==> config.mk <==
export PLATFORM = sky130hd
export DESIGN_NAME = cover_and_lamp_sequencer
export DESIGN_NICKNAME = d
export VERILOG_FILES = /design/src/rtl/cls_pkg.sv /design/src/rtl/cls_div.sv /design/src/rtl/cls_ctrl.sv /design/src/rtl/cls_dp.sv /design/src/rtl/cover_and_lamp_sequencer.sv
export SDC_FILE = /design/constraint.sdc
export NUM_CORES = 1
export LEC_CHECK = 0
export CORE_MARGIN = 1
export CORE_UTILIZATION = 40
export CTS_CLUSTER_DIAMETER = 80
export DETAILED_ROUTE_END_ITERATION = 16
export DONT_BUFFER_PORTS = 1
export SLEW_MARGIN = 20
export SYNTH_ARGS = -nofsm -noshare
export SYNTH_HDL_FRONTEND = slang
export SYNTH_SLANG_ARGS = --single-unit
export TNS_END_PERCENT = 1
==> constraint.sdc <==
create_clock -name clock -period 17.2 [get_ports clock]
set_input_delay 1.72 -clock clock [delete_from_list [all_inputs] [get_ports clock]]
set_output_delay 1.72 -clock clock [all_outputs]
set_load 0.005 [all_outputs]
==> src/rtl/cls_pkg.sv <==
package cls_pkg;

   localparam int LevelW = 10;
   localparam int CountW = 8;
   localparam int DivW   = 19;
   localparam int RemW   = 10;
   localparam int StepW  = 5;
   localparam int ProdW  = 18;
   localparam int RhsW   = 22;

   // Commands carried by one input beat.
   localparam logic [2:0] CMD_TICK  = 3'd0;
   localparam logic [2:0] CMD_OPEN  = 3'd1;
   localparam logic [2:0] CMD_CLOSE = 3'd2;
   localparam logic [2:0] CMD_HALT  = 3'd3;
   localparam logic [2:0] CMD_LON   = 3'd4;
   localparam logic [2:0] CMD_LOFF  = 3'd5;
   localparam logic [2:0] CMD_SETBR = 3'd6;
   localparam logic [2:0] CMD_ESTOP = 3'd7;

   localparam logic [2:0] CV_UNKNOWN = 3'd0;
   localparam logic [2:0] CV_CLOSED  = 3'd1;
   localparam logic [2:0] CV_OPEN    = 3'd2;
   localparam logic [2:0] CV_MOVING  = 3'd3;
   localparam logic [2:0] CV_ABSENT  = 3'd4;

   localparam logic [2:0] LP_UNKNOWN  = 3'd0;
   localparam logic [2:0] LP_OFF      = 3'd1;
   localparam logic [2:0] LP_NOTREADY = 3'd2;
   localparam logic [2:0] LP_READY    = 3'd3;
   localparam logic [2:0] LP_ABSENT   = 3'd4;

   localparam logic [1:0] STAT_OK     = 2'd0;
   localparam logic [1:0] STAT_ABSENT = 2'd1;
   localparam logic [1:0] STAT_ESTOP  = 2'd2;
   localparam logic [1:0] STAT_HOT    = 2'd3;

   localparam logic [2:0] REG_MAX_BRIGHT = 3'd0;
   localparam logic [2:0] REG_TRAVEL     = 3'd1;
   localparam logic [2:0] REG_WARMUP     = 3'd2;
   localparam logic [2:0] REG_COOLDOWN   = 3'd3;
   localparam logic [2:0] REG_MAX_TEMP   = 3'd4;
   localparam logic [2:0] REG_COVER_PRES = 3'd5;
   localparam logic [2:0] REG_LAMP_PRES  = 3'd6;
   localparam logic [2:0] REG_MONITOR    = 3'd7;

   localparam logic [8:0] TEMP_BASE = 9'd200;
   localparam logic [8:0] TEMP_MAX  = 9'd500;
   localparam logic [6:0] POWER_MAX = 7'd100;

   typedef struct packed {
      logic latch;
      logic exec;
      logic mul;
      logic div_start;
      logic est;
      logic load_out;
   } cls_cmd_type;

   typedef struct packed {
      logic is_tick;
      logic mon_en;
      logic div_busy;
   } cls_sts_type;

   typedef struct packed {
      logic [2:0]        mode;
      logic [LevelW-1:0] goal;
      logic [LevelW-1:0] level;
      logic              busy;
      logic [CountW-1:0] count;
   } lamp_type;

endpackage

==> src/rtl/cls_div.sv <==
module cls_div (
   input  logic                      clock,
   input  logic                      reset,
   input  logic                      start,
   input  logic [cls_pkg::DivW-1:0]  dividend,
   input  logic [cls_pkg::RemW-1:0]  divisor,
   output logic                      busy,
   output logic [cls_pkg::DivW-1:0]  quotient
);
   import cls_pkg::*;

   logic              busy_ff, busy_in;
   logic [StepW-1:0]  step_ff, step_in;
   logic [DivW-1:0]   quo_ff, quo_in;
   logic [RemW-1:0]   rem_ff, rem_in;
   logic [RemW:0]     trial;
   logic              fits;

   // One quotient bit per cycle, restoring form.
   assign trial = {rem_ff, quo_ff[DivW-1]};
   assign fits  = trial >= {1'b0, divisor};

   always_comb begin
      busy_in = busy_ff;
      step_in = step_ff;
      quo_in  = quo_ff;
      rem_in  = rem_ff;
      if (start) begin
         busy_in = 1'b1;
         step_in = StepW'(DivW - 1);
         quo_in  = dividend;
         rem_in  = '0;
      end else if (busy_ff) begin
         rem_in  = fits ? RemW'(trial - {1'b0, divisor}) : trial[RemW-1:0];
         quo_in  = {quo_ff[DivW-2:0], fits};
         step_in = step_ff - StepW'(1);
         if (step_ff == '0) begin
            busy_in = 1'b0;
         end
      end
   end

   always_ff @(posedge clock) begin
      if (reset) begin
         busy_ff <= 1'b0;
         step_ff <= '0;
      end else begin
         busy_ff <= busy_in;
         step_ff <= step_in;
      end
   end

   always_ff @(posedge clock) begin
      quo_ff <= quo_in;
      rem_ff <= rem_in;
   end

   assign busy     = busy_ff;
   assign quotient = quo_ff;

endmodule

==> src/rtl/cls_ctrl.sv <==
module cls_ctrl (
   input  logic                 clock,
   input  logic                 reset,
   input  logic                 req_valid,
   output logic                 req_stall,
   output logic                 rsp_valid,
   input  logic                 rsp_stall,
   output cls_pkg::cls_cmd_type cmd,
   input  cls_pkg::cls_sts_type sts
);
   import cls_pkg::*;

   localparam logic [2:0] S_IDLE = 3'd0;
   localparam logic [2:0] S_EXEC = 3'd1;
   localparam logic [2:0] S_MUL  = 3'd2;
   localparam logic [2:0] S_DIVS = 3'd3;
   localparam logic [2:0] S_DIVW = 3'd4;
   localparam logic [2:0] S_EST  = 3'd5;
   localparam logic [2:0] S_OUT  = 3'd6;

   logic [2:0] state_ff, state_in;
   logic       rsp_valid_ff, rsp_valid_in;

   always_comb begin
      state_in     = state_ff;
      rsp_valid_in = rsp_valid_ff && rsp_stall;
      cmd          = '0;
      case (state_ff)
         S_IDLE: begin
            if (req_valid) begin
               cmd.latch = 1'b1;
               state_in  = S_EXEC;
            end
         end
         S_EXEC: begin
            cmd.exec = 1'b1;
            state_in = (sts.is_tick && sts.mon_en) ? S_MUL : S_OUT;
         end
         S_MUL: begin
            cmd.mul  = 1'b1;
            state_in = S_DIVS;
         end
         S_DIVS: begin
            cmd.div_start = 1'b1;
            state_in      = S_DIVW;
         end
         S_DIVW: begin
            if (!sts.div_busy) begin
               state_in = S_EST;
            end
         end
         S_EST: begin
            cmd.est  = 1'b1;
            state_in = S_OUT;
         end
         S_OUT: begin
            // The result register frees up in the same cycle its beat is taken.
            if (!rsp_valid_ff || !rsp_stall) begin
               cmd.load_out = 1'b1;
               rsp_valid_in = 1'b1;
               state_in     = S_IDLE;
            end
         end
         default: begin
            state_in = S_IDLE;
         end
      endcase
   end

   always_ff @(posedge clock) begin
      if (reset) begin
         state_ff     <= S_IDLE;
         rsp_valid_ff <= 1'b0;
      end else begin
         state_ff     <= state_in;
         rsp_valid_ff <= rsp_valid_in;
      end
   end

   assign req_stall = state_ff != S_IDLE;
   assign rsp_valid = rsp_valid_ff;

   a_accept_exec: assert property (@(posedge clock) disable iff (reset)
      (req_valid && !req_stall) |=> state_ff == S_EXEC)
      else $error("accepted beat did not start execution");

   a_div_done: assert property (@(posedge clock) disable iff (reset)
      state_ff == S_EST |-> !sts.div_busy)
      else $error("estimate applied while the dividers still run");

   a_out_load: assert property (@(posedge clock) disable iff (reset)
      (state_ff == S_OUT && !(rsp_valid_ff && rsp_stall))
      |=> (rsp_valid_ff && state_ff == S_IDLE))
      else $error("result not presented after the output stage");

endmodule

==> src/rtl/cls_dp.sv <==
module cls_dp (
   input  logic                         clock,
   input  logic                         reset,
   input  cls_pkg::cls_cmd_type         cmd,
   output cls_pkg::cls_sts_type         sts,
   input  logic                         csr_we,
   input  logic [2:0]                   csr_index,
   input  logic [cls_pkg::LevelW-1:0]   csr_wdata,
   input  logic [2:0]                   req_cmd,
   input  logic signed [10:0]           req_brightness_request,
   input  logic                         req_estop_value,
   output logic [1:0]                   rsp_status,
   output logic [2:0]                   rsp_cover_state,
   output logic                         rsp_cover_moving,
   output logic [2:0]                   rsp_lamp_state,
   output logic                         rsp_lamp_changing,
   output logic [cls_pkg::LevelW-1:0]   rsp_brightness_now,
   output logic [8:0]                   rsp_temperature_tenths,
   output logic [6:0]                   rsp_power_percent,
   output logic                         rsp_overheat,
   output logic                         rsp_estop_active
);
   import cls_pkg::*;

   // Configuration registers.
   logic [LevelW-1:0]  maxb_ff, maxb_in;
   logic [CountW-1:0]  travel_ff, travel_in;
   logic [CountW-1:0]  warm_ff, warm_in;
   logic [CountW-1:0]  cool_ff, cool_in;
   logic signed [7:0]  maxt_ff, maxt_in;
   logic               cpres_ff, cpres_in;
   logic               lpres_ff, lpres_in;
   logic               mon_ff, mon_in;

   // Unit state.
   logic [2:0]         cover_mode_ff, cover_mode_in;
   logic               cover_to_open_ff, cover_to_open_in;
   logic               cover_busy_ff, cover_busy_in;
   logic [CountW-1:0]  cover_count_ff, cover_count_in;
   lamp_type           lamp_ff, lamp_in;
   logic               estop_ff, estop_in;
   logic               hot_ff, hot_in;
   logic [8:0]         temp_ff, temp_in;
   logic [6:0]         power_ff, power_in;
   logic [1:0]         status_ff, status_in;

   // Latched input beat and estimate operands.
   logic [2:0]         cmd_ff;
   logic signed [10:0] breq_ff;
   logic               estv_ff;
   logic [DivW-1:0]    lvl300_ff, lvl100_ff, lhs_ff;
   logic signed [ProdW-1:0] prod_ff;

   logic [LevelW-1:0]  clamped;
   logic [DivW-1:0]    lvl300_w, lvl100_w, maxb200_w;
   logic signed [ProdW-1:0] maxt_ext, maxb_ext;
   logic signed [RhsW-1:0]  rhs_w, lhs_ext;
   logic [DivW-1:0]    q300, q100;
   logic               busy_t, busy_p;

   function automatic lamp_type lamp_finish(lamp_type l);
      lamp_type r;
      r = l;
      if (l.goal != '0) begin
         r.level = l.goal;
         r.mode  = LP_READY;
      end else begin
         r.level = '0;
         r.mode  = LP_OFF;
      end
      r.busy  = 1'b0;
      r.count = '0;
      return r;
   endfunction

   function automatic lamp_type lamp_begin(lamp_type l, logic [LevelW-1:0] goal,
                                           logic [CountW-1:0] warm,
                                           logic [CountW-1:0] cool);
      lamp_type r;
      r       = l;
      r.goal  = goal;
      r.mode  = LP_NOTREADY;
      r.busy  = 1'b1;
      r.count = (goal != '0) ? warm : cool;
      if (r.count == '0) begin
         r = lamp_finish(r);
      end
      return r;
   endfunction

   always_comb begin
      if (breq_ff < 0) begin
         clamped = '0;
      end else if (breq_ff[LevelW-1:0] > maxb_ff) begin
         clamped = maxb_ff;
      end else begin
         clamped = breq_ff[LevelW-1:0];
      end
   end

   assign lvl300_w  = DivW'(lamp_ff.level) * DivW'(300);
   assign lvl100_w  = DivW'(lamp_ff.level) * DivW'(100);
   assign maxb200_w = DivW'(maxb_ff) * DivW'(200);
   assign maxt_ext  = ProdW'(maxt_ff);
   assign maxb_ext  = $signed(ProdW'(maxb_ff));
   assign rhs_w     = RhsW'(prod_ff) * RhsW'(10);
   assign lhs_ext   = $signed(RhsW'(lhs_ff));

   always_comb begin
      maxb_in          = maxb_ff;
      travel_in        = travel_ff;
      warm_in          = warm_ff;
      cool_in          = cool_ff;
      maxt_in          = maxt_ff;
      cpres_in         = cpres_ff;
      lpres_in         = lpres_ff;
      mon_in           = mon_ff;
      cover_mode_in    = cover_mode_ff;
      cover_to_open_in = cover_to_open_ff;
      cover_busy_in    = cover_busy_ff;
      cover_count_in   = cover_count_ff;
      lamp_in          = lamp_ff;
      estop_in         = estop_ff;
      hot_in           = hot_ff;
      temp_in          = temp_ff;
      power_in         = power_ff;
      status_in        = status_ff;

      if (csr_we) begin
         case (csr_index)
            REG_MAX_BRIGHT: begin
               if (csr_wdata != '0) begin
                  maxb_in = csr_wdata;
               end
            end
            REG_TRAVEL: begin
               if (csr_wdata[CountW-1:0] != '0) begin
                  travel_in = csr_wdata[CountW-1:0];
               end
            end
            REG_WARMUP:   warm_in = csr_wdata[CountW-1:0];
            REG_COOLDOWN: cool_in = csr_wdata[CountW-1:0];
            REG_MAX_TEMP: maxt_in = $signed(csr_wdata[7:0]);
            REG_COVER_PRES: begin
               cpres_in = csr_wdata[0];
               if (!csr_wdata[0]) begin
                  cover_mode_in  = CV_ABSENT;
                  cover_busy_in  = 1'b0;
                  cover_count_in = '0;
               end else if (cover_mode_ff == CV_ABSENT) begin
                  cover_mode_in = CV_UNKNOWN;
               end
            end
            REG_LAMP_PRES: begin
               lpres_in = csr_wdata[0];
               if (!csr_wdata[0]) begin
                  lamp_in.mode  = LP_ABSENT;
                  lamp_in.busy  = 1'b0;
                  lamp_in.count = '0;
               end else if (lamp_ff.mode == LP_ABSENT) begin
                  lamp_in.mode = LP_UNKNOWN;
               end
            end
            REG_MONITOR: mon_in = csr_wdata[0];
            default: begin
            end
         endcase
      end else if (cmd.exec) begin
         status_in = STAT_OK;
         case (cmd_ff)
            CMD_TICK: begin
               if (cover_busy_ff) begin
                  if (cover_count_ff != '0) begin
                     cover_count_in = cover_count_ff - CountW'(1);
                  end
                  if (cover_count_in == '0) begin
                     cover_mode_in = cover_to_open_ff ? CV_OPEN : CV_CLOSED;
                     cover_busy_in = 1'b0;
                  end
               end
               if (lamp_ff.busy) begin
                  if (lamp_ff.count != '0) begin
                     lamp_in.count = lamp_ff.count - CountW'(1);
                  end
                  if (lamp_in.count == '0) begin
                     lamp_in = lamp_finish(lamp_in);
                  end
               end
            end
            CMD_OPEN, CMD_CLOSE: begin
               if (!cpres_ff) begin
                  status_in = STAT_ABSENT;
               end else if (cover_mode_ff ==
                            ((cmd_ff == CMD_OPEN) ? CV_OPEN : CV_CLOSED)) begin
                  status_in = STAT_OK;
               end else if (estop_ff) begin
                  status_in = STAT_ESTOP;
               end else begin
                  cover_mode_in    = CV_MOVING;
                  cover_to_open_in = cmd_ff == CMD_OPEN;
                  cover_busy_in    = 1'b1;
                  cover_count_in   = travel_ff;
               end
            end
            CMD_HALT: begin
               if (cpres_ff) begin
                  cover_busy_in  = 1'b0;
                  cover_count_in = '0;
               end
            end
            CMD_LON: begin
               if (!lpres_ff) begin
                  status_in = STAT_ABSENT;
               end else if (estop_ff) begin
                  status_in = STAT_ESTOP;
               end else if (hot_ff) begin
                  status_in = STAT_HOT;
               end else begin
                  lamp_in = lamp_begin(lamp_ff, clamped, warm_ff, cool_ff);
               end
            end
            CMD_LOFF: begin
               if (lpres_ff) begin
                  lamp_in = lamp_begin(lamp_ff, '0, warm_ff, cool_ff);
               end
            end
            CMD_SETBR: begin
               if (!lpres_ff) begin
                  status_in = STAT_ABSENT;
               end else begin
                  lamp_in.goal = clamped;
                  // A ready lamp is switched on again at the new goal, unless an e-stop or overheat blocks it.
                  if (lamp_ff.mode == LP_READY) begin
                     if (estop_ff) begin
                        status_in = STAT_ESTOP;
                     end else if (hot_ff) begin
                        status_in = STAT_HOT;
                     end else begin
                        lamp_in = lamp_begin(lamp_ff, clamped, warm_ff, cool_ff);
                     end
                  end
               end
            end
            CMD_ESTOP: begin
               estop_in = estv_ff;
               if (estv_ff) begin
                  if (cpres_ff) begin
                     cover_busy_in  = 1'b0;
                     cover_count_in = '0;
                  end
                  if (lpres_ff) begin
                     lamp_in = lamp_begin(lamp_ff, '0, warm_ff, cool_ff);
                  end
               end
            end
            default: begin
            end
         endcase
      end else if (cmd.est) begin
         temp_in  = (q300 > DivW'(300)) ? TEMP_MAX : 9'(q300) + TEMP_BASE;
         power_in = (q100 > DivW'(POWER_MAX)) ? POWER_MAX : 7'(q100);
         if (lhs_ext > rhs_w) begin
            hot_in = 1'b1;
            // No new off sequence if one runs already, the lamp rests off or the lamp is absent.
            if (!(lamp_ff.busy && lamp_ff.goal == '0) &&
                !(!lamp_ff.busy && lamp_ff.mode == LP_OFF) && lpres_ff) begin
               lamp_in = lamp_begin(lamp_ff, '0, warm_ff, cool_ff);
            end
         end else begin
            hot_in = 1'b0;
         end
      end
   end

   always_ff @(posedge clock) begin
      if (reset) begin
         maxb_ff          <= LevelW'(255);
         travel_ff        <= CountW'(30);
         warm_ff          <= CountW'(5);
         cool_ff          <= CountW'(3);
         maxt_ff          <= 8'sd60;
         cpres_ff         <= 1'b1;
         lpres_ff         <= 1'b1;
         mon_ff           <= 1'b1;
         cover_mode_ff    <= CV_CLOSED;
         cover_to_open_ff <= 1'b0;
         cover_busy_ff    <= 1'b0;
         cover_count_ff   <= '0;
         lamp_ff.mode     <= LP_OFF;
         lamp_ff.goal     <= '0;
         lamp_ff.level    <= '0;
         lamp_ff.busy     <= 1'b0;
         lamp_ff.count    <= '0;
         estop_ff         <= 1'b0;
         hot_ff           <= 1'b0;
         temp_ff          <= TEMP_BASE;
         power_ff         <= '0;
         status_ff        <= STAT_OK;
      end else begin
         maxb_ff          <= maxb_in;
         travel_ff        <= travel_in;
         warm_ff          <= warm_in;
         cool_ff          <= cool_in;
         maxt_ff          <= maxt_in;
         cpres_ff         <= cpres_in;
         lpres_ff         <= lpres_in;
         mon_ff           <= mon_in;
         cover_mode_ff    <= cover_mode_in;
         cover_to_open_ff <= cover_to_open_in;
         cover_busy_ff    <= cover_busy_in;
         cover_count_ff   <= cover_count_in;
         lamp_ff          <= lamp_in;
         estop_ff         <= estop_in;
         hot_ff           <= hot_in;
         temp_ff          <= temp_in;
         power_ff         <= power_in;
         status_ff        <= status_in;
      end
   end

   always_ff @(posedge clock) begin
      if (cmd.latch) begin
         cmd_ff  <= req_cmd;
         breq_ff <= req_brightness_request;
         estv_ff <= req_estop_value;
      end
      if (cmd.mul) begin
         lvl300_ff <= lvl300_w;
         lvl100_ff <= lvl100_w;
         lhs_ff    <= maxb200_w + lvl300_w;
         prod_ff   <= maxt_ext * maxb_ext;
      end
   end

   cls_div u_div_temp (
      .clock    (clock),
      .reset    (reset),
      .start    (cmd.div_start),
      .dividend (lvl300_ff),
      .divisor  (maxb_ff),
      .busy     (busy_t),
      .quotient (q300)
   );

   cls_div u_div_power (
      .clock    (clock),
      .reset    (reset),
      .start    (cmd.div_start),
      .dividend (lvl100_ff),
      .divisor  (maxb_ff),
      .busy     (busy_p),
      .quotient (q100)
   );

   assign sts.is_tick  = cmd_ff == CMD_TICK;
   assign sts.mon_en   = mon_ff;
   assign sts.div_busy = busy_t || busy_p;

   // Result register: a snapshot of the state once the beat's work is done.
   always_ff @(posedge clock) begin
      if (cmd.load_out) begin
         rsp_status             <= status_ff;
         rsp_cover_state        <= cover_mode_ff;
         rsp_cover_moving       <= cover_busy_ff;
         rsp_lamp_state         <= lamp_ff.mode;
         rsp_lamp_changing      <= lamp_ff.busy;
         rsp_brightness_now     <= lamp_ff.level;
         rsp_temperature_tenths <= temp_ff;
         rsp_power_percent      <= power_ff;
         rsp_overheat           <= hot_ff;
         rsp_estop_active       <= estop_ff;
      end
   end

   a_cover_busy_moving: assert property (@(posedge clock) disable iff (reset)
      cover_busy_ff |-> cover_mode_ff == CV_MOVING)
      else $error("cover timer runs outside the moving state");

   a_lamp_busy_notready: assert property (@(posedge clock) disable iff (reset)
      lamp_ff.busy |-> lamp_ff.mode == LP_NOTREADY)
      else $error("lamp sequence runs outside the not-ready state");

   a_estimate_range: assert property (@(posedge clock) disable iff (reset)
      (temp_ff <= TEMP_MAX) && (power_ff <= POWER_MAX))
      else $error("estimate out of range");

endmodule

==> src/rtl/cover_and_lamp_sequencer.sv <==
// Cover and lamp sequencer. Each input beat is a one-second tick or a command; each
// beat yields exactly one result beat. The block takes one beat at a time; a tick with
// monitoring enabled takes longer than a command, as it waits for the two 19-step
// serial dividers that form the temperature and power estimates in parallel.
// req_stall stays high from acceptance until the result is loaded into the output
// register; a finished result may wait there while the next beat is already
// accepted. Configuration writes are taken whenever the block is idle.
module cover_and_lamp_sequencer (
   input  logic               clock,
   input  logic               reset,
   input  logic               req_valid,
   output logic               req_stall,
   input  logic [2:0]         req_cmd,
   input  logic signed [10:0] req_brightness_request,
   input  logic               req_estop_value,
   output logic               rsp_valid,
   input  logic               rsp_stall,
   output logic [1:0]         rsp_status,
   output logic [2:0]         rsp_cover_state,
   output logic               rsp_cover_moving,
   output logic [2:0]         rsp_lamp_state,
   output logic               rsp_lamp_changing,
   output logic [9:0]         rsp_brightness_now,
   output logic [8:0]         rsp_temperature_tenths,
   output logic [6:0]         rsp_power_percent,
   output logic               rsp_overheat,
   output logic               rsp_estop_active,
   input  logic               csr_we,
   input  logic [2:0]         csr_index,
   input  logic [9:0]         csr_wdata
);
   import cls_pkg::*;

   cls_cmd_type cmd;
   cls_sts_type sts;

   cls_ctrl u_ctrl (
      .clock     (clock),
      .reset     (reset),
      .req_valid (req_valid),
      .req_stall (req_stall),
      .rsp_valid (rsp_valid),
      .rsp_stall (rsp_stall),
      .cmd       (cmd),
      .sts       (sts)
   );

   cls_dp u_dp (
      .clock                  (clock),
      .reset                  (reset),
      .cmd                    (cmd),
      .sts                    (sts),
      .csr_we                 (csr_we),
      .csr_index              (csr_index),
      .csr_wdata              (csr_wdata),
      .req_cmd                (req_cmd),
      .req_brightness_request (req_brightness_request),
      .req_estop_value        (req_estop_value),
      .rsp_status             (rsp_status),
      .rsp_cover_state        (rsp_cover_state),
      .rsp_cover_moving       (rsp_cover_moving),
      .rsp_lamp_state         (rsp_lamp_state),
      .rsp_lamp_changing      (rsp_lamp_changing),
      .rsp_brightness_now     (rsp_brightness_now),
      .rsp_temperature_tenths (rsp_temperature_tenths),
      .rsp_power_percent      (rsp_power_percent),
      .rsp_overheat           (rsp_overheat),
      .rsp_estop_active       (rsp_estop_active)
   );

endmodule
* After elaboration in Yosys (flattened, before gate mapping)
Index checks and enable logic that the tools add are counted.
** Word-level totals
- Output and inout bits :: 40
- Word-level logic and storage cells :: 325
- Bits of input ports :: 33
- Flip-flop bits (word level) :: 306
** Operators by class
- Magnitude comparators :: 7
- $add $sub $neg :: 8
- Muxes and demuxes :: 121
- Equality and inequality tests :: 63
- Multiply operators :: 5
- Bitwise operators :: 4
- Reductions and logical operators :: 64
** Operator list (number)
- $mux 32 :: 15
- $mux 8 :: 21
- $pmux 32 s5 :: 1
- $mux 31 :: 2
- $mux 10 :: 6
- $mux 19 :: 3
- $mux 3 :: 18
- $eq 3x3->1 const B :: 13
- $mux 9 :: 4
- $ne 3x2->1 const B :: 12
- $logic_not 8->1 :: 4
- $pmux 8 s4 :: 1
- $mul 10x5->15 const B :: 2
- $reduce_and 15->1 :: 2
- $reduce_bool 10->1 :: 3
- $mux 1 :: 28
- $mux 2 :: 12
- $ne 4x3->1 const B :: 6
- $reduce_bool 8->1 :: 3
- $ge 11x10->1 :: 2
- $gt 20x22->1 :: 1
- $eq 3x2->1 const B :: 7
- $mul 18x4->21 const B :: 1
- $pmux 3 s7 :: 1
- other kinds (45) :: 104

* Longest topological paths before layout
- Depth after elaboration :: 14
- Mapped depth :: 22
- Mapped depth without buffers :: 21

* By module
Synthesis repeated with hierarchy kept, for this count alone.
** Second synthesis, totals
- Cells, all modules :: 2257
- Area total of the unflattened synthesis :: 21679.5 µm²
** Modules (own cells, without submodules)
- cls_dp :: area each 17347.9 µm², times used 1, sequential area each 5745.5 µm², cells an instance 1822
- cls_div :: area each 2058.2 µm², times used 2, sequential area each 890.9 µm², cells an instance 204
- cls_ctrl :: area each 215.2 µm², times used 1, sequential area each 80.1 µm², cells an instance 27

* Worst setup path after synthesis
No wires, ideal clock.
- Path kind :: register to register
- Start point :: register u_ctrl.state_ff[1]
- End point :: register u_dp.lhs_ff[10] (enable)
- Path buffers :: 1
- Required time :: 16.619 ns
- Setup time :: 0.581 ns
- Data arrival time :: 5.426 ns
- Path slack :: 11.193 ns
- Stages on the path, launching flop included :: 3
- Clock period less this slack :: 6.007 ns
- Path through :: dfxtp_1 > clkbuf_1 > nor3b_1
** Between the ends
- Word-level cells in the longest chain between the ends :: 2
** Ends and longest elaborated chain
- start, declared :: line cls_ctrl.sv:21 : logic [2:0] state_ff, state_in;
- start signal, assigned :: line cls_ctrl.sv:75 : state_ff <= state_in;
- $eq 3x2->1 :: line cls_ctrl.sv:28 : case (state_ff)
- $mux 1 :: line cls_ctrl.sv:28
- end signal, assigned :: line cls_dp.sv:330 : lhs_ff <= maxb200_w + lvl300_w;
- end, declared :: line cls_dp.sv:51 : logic [DivW-1:0] lvl300_ff, lvl100_ff, lhs_ff;
No other way between the ends.
A chain may end at the register's enable or synchronous reset.

* Final worst setup path
- Start point :: register u_dp.prod_ff[2]
- End point :: register u_dp.lamp_ff[5] (netlist name)
** Between the ends
- Word-level cells in the longest chain between the ends :: 4
** Ends and longest elaborated chain
- start, declared :: line cls_dp.sv:52 : logic signed [ProdW-1:0] prod_ff;
- start signal, assigned :: line cls_dp.sv:331 : prod_ff <= maxt_ext * maxb_ext;
- $mul 18x4->21 :: line cls_dp.sv:106 : assign rhs_w = RhsW'(prod_ff) * RhsW'(10);
- $gt 20x22->1 :: line cls_dp.sv:262 : if (lhs_ext > rhs_w) begin
- $reduce_bool 3->1 (no source line)
- $reduce_and 15->1 (no source line)
- end signal, assigned :: line cls_dp.sv:312 : lamp_ff <= lamp_in;
- end, declared :: line cls_dp.sv:40 : lamp_type lamp_ff, lamp_in;
No other way between the ends.

==> impl_results.md <==
- Cts bufs inserted: 36
- Maximum vdd drop: 0.07209 mV
- Sequential-to-total area share from yosys stat: 0.3519
- Cells after synthesis: 2295
- Via density: 5.513
- GPL Wtd Cong: 0.9021
- Final worst-path cycle share: 0.3216
- Worst Setup SP: u_dp.prod_ff[2]
- Critical path capture point type: flip-flop
- Starting DRT DRC Count: 1002
- Layout cells sized above 1: 0.05711
- Die area: 54980 sq um
- Post-synth EDFFs: 156
- Router iterations before antenna repair: 5
- First-pass GRT wire length: 88180 um
- R2R Setup Slk: 11.67 ns
- IO Pins: 73
- Synth cell types: 91
- Pwr Density: 104.4 nW/um^2
- CP required: 17.63 ns
- Status: complete, no violations
- WL per Instance: 18.59 um
- Worst-path clk slew: 0.06 ns
- Synth warn: 0
- Port-buffer cells: 0
- Initial Util: 0.4081
- Hold Path Class: flip-flop to flip-flop
- Number of global-route vias before repair: 16240
- Post-DRT Antenna Nets: 0
- # Post-CTS Setup Buffers: 0
- Cts repair resizes: 0
- Setup crit end: u_dp.lamp_ff[5]
- Number of remaining DRC errors: 0
- Clk sink count: 302
- Worst clock skew: 0.02085 ns
- Clock insertion delay at the later pin of the skew report: 0.56 ns
- Register bit total from synthesis: 302
- RSZ-0062 raised after global routing: no
- Async S/R FF share, synth: 0
- Post-layout nets: 2631
- Crit-path max FO: 8
- Grt total ovfl: 0
- DP HPWL: 41450 um
- Commonest non-fill, non-tap cell in the layout: nand2_1
- Area grow syn2layout: 8.606%
- Worst r2r path cells: 21
- Lkg Pwr: 0.01025 uW
- Final wirelength: 55440 um
- CTS tree: done
- Max Buffers Root-to-Sink: 3
- Hold Vio Cnt, Final: 0
- # rows: 84
- Worst r2r dst: u_dp.lamp_ff[5]
- Cts-stage hold buffer count: 0
- Most frequent cells in the layout: nand2_1, ha_1, inv_1
- Global Route Usage Sum: 0.2037
- Setup TNS: 0 ns
- Top_reg_cell synth: edfxtp_1
- Initial antenna violation count: 0
- Worst slew margin: 0.3270
- Slew at the pin with the worst max-slew slack: 1.002 ns
- Ant diodes: 0
- Clk root buf: clkbuf_16
- Worst r2r src: u_dp.prod_ff[2]
- Syn Area/Cell: 9.420 sq um
- Die Wd: 234.5 um
- Mapped Nets: 2660
- Total number of vias: 16440
- Max-slew violations: 0
- Fmax: 180.8 MHz
- Finished Core Util: 0.4433
- Crit path DAT: 5.96 ns
- Final setup viols: 0
- Core area: 52970 sq um
- CP Class: flip-flop to flip-flop
- Maximum number of pins on one net before global-route repair: 81
- Maxcap violations: 0
- Final min period: 5.532 ns
- Post-Syn Area: 21620 sq um
- Chip Height: 234.5 um
- Startpoint Class: flip-flop
- CTS H-tree lvls: 2
==> flip-flops by register name (all words and copies together) (netlist names), 10 cells and up <==
register / cells
u_dp.u_div_power.rem_ff: 10
u_dp.rsp_brightness_now: 10
u_dp.u_div_temp.quotient: 19
u_dp.u_div_temp.rem_ff: 10
u_dp.u_div_power.quotient: 19
u_dp.lamp_ff: 32
u_dp.lhs_ff: 16
u_dp.breq_ff: 11
u_dp.prod_ff: 18
u_dp.maxb_ff: 10
u_dp.lvl100_ff: 14
u_dp.lvl300_ff: 17
==> critical path, stage by stage (launching register included) <==
cell and delay [ns]:
edfxtp_1 0.40, ha_1 0.33, ha_1 0.32, a211oi_1 0.35, o21ai_1 0.20, and3_1 0.23
o21a_1 0.16, nor2_1 0.16, nor2b_1 0.07, o21a_1 0.16, nor2_1 0.11, xor2_1 0.18
ha_1 0.27, a21oi_1 0.15, nor2_1 0.06, a2111oi_0 0.54, o21ai_0 0.17, and4b_1 0.21
o2111a_2 0.24, o2111ai_4 0.30, o31a_1 0.40, mux2_2 0.39
==> where the power goes <==
part,internal [uW],switching (uW),total [uW]
logic,334,452,786
clock network,460,324,784
registers,832,48.8,880
total,1630,825,2450
==> how the worst min path moves through the flow <==
stage                 startpoint                              to  slack, ns  cells past startpoint
4_1_cts          u_dp.temp_ff[8]  u_dp.rsp_temperature_tenths[8]       0.43                      0
3_3_place_gp   u_dp.status_ff[1]              u_dp.rsp_status[1]       0.42                      0
3_5_place_dp    u_dp.power_ff[2]       u_dp.rsp_power_percent[2]       0.41                      0
2_1_floorplan   u_dp.power_ff[2]       u_dp.rsp_power_percent[2]       0.40                      0
5_1_grt        u_dp.status_ff[0]              u_dp.rsp_status[0]       0.45                      0
6_report         u_dp.temp_ff[8]  u_dp.rsp_temperature_tenths[8]       0.43                      0
==> per-stage QoR <==
stage | hold slack [ns] | setup WS, ns | cell area (sq um) | std cells | total power (uW)
3_3_place_gp | 0.4198 | 11.92 | 22270 | 2916 | 1656
6_report | 0.4257 | 11.67 | 23480 | 2982 | 2450
4_1_cts | 0.4291 | 11.68 | 23480 | 2982 | 2469
3_5_place_dp | 0.4141 | 11.73 | 22270 | 2916 | 1676
5_1_grt | 0.4496 | 11.16 | 23480 | 2982 | 2598
2_1_floorplan | 0.4030 | 11.19 | 21620 | 2295 | 1500
==> kinds of logic (layout without fill, tap and decap cells) <==
logic type,Yosys count,after routing,synth area share
buffers and inverters,304,303,0.05463
multiplexers,70,70,0.03339
adder cells (fa/ha/maj),332,332,0.2178
AND/OR/NAND/NOR,717,717,0.1604
XOR/XNOR,102,102,0.04132
AO/OA/AOI/OAI,468,468,0.1405
flip-flops,302,302,0.3519
==> per-layer routing <==
metal  up-vias  track usage  part of all wire
li1       7999            -                 -
met1      7974       0.2819              0.47
met2       394       0.3272              0.46
met3        73      0.03452             0.054
met4         0      0.05484             0.020
met5         -            0                 0
==> cells in the mapped netlist, types with 6 or more instances <==
library cell / instances / share of area
a211oi_1: 12 / 0.0042
a21boi_0: 8 / 0.0028
a21o_1: 27 / 0.0094
a21oi_1: 151 / 0.035
a22oi_1: 9 / 0.0031
a2bb2oi_1: 6 / 0.0024
a31oi_1: 16 / 0.0046
and2_1: 61 / 0.018
buf_1: 8 / 0.0014
clkbuf_1: 68 / 0.012
dfxtp_1: 146 / 0.14
edfxtp_1: 156 / 0.22
fa_1: 74 / 0.069
ha_1: 258 / 0.15
inv_1: 220 / 0.038
mux2_2: 13 / 0.0068
mux2i_1: 55 / 0.025
nand2_1: 275 / 0.048
nand2b_1: 24 / 0.0069
nand3_1: 25 / 0.0058
nand3b_1: 8 / 0.0028
nand4_1: 15 / 0.0043
nor2_1: 153 / 0.027
nor2b_1: 28 / 0.0081
nor3_1: 38 / 0.0088
nor3b_1: 7 / 0.0024
nor4_1: 24 / 0.0069
o211ai_1: 26 / 0.0090
o21a_1: 11 / 0.0038
o21ai_0: 98 / 0.023
o21ai_1: 8 / 0.0019
o21bai_1: 10 / 0.0035
o31a_1: 8 / 0.0032
o31ai_1: 8 / 0.0028
o32ai_1: 10 / 0.0041
o41ai_1: 8 / 0.0032
or2_2: 7 / 0.0020
or3_1: 13 / 0.0038
or4_1: 9 / 0.0031
xnor2_1: 65 / 0.026
xor2_1: 37 / 0.015
==> area by class of cell <==
cell class,instances,area (sq um)
Inverter,221,829.5
Fill cell,5139,29490
Tap cell,688,860.8
Multi-Input combinational cell,1689,12860
Timing Repair Buffer,16,120.1
Clock buffer,45,987.2
Clock inverter,21,216.5
Sequential cell,302,7607
(Power assumes the default switching activity.)
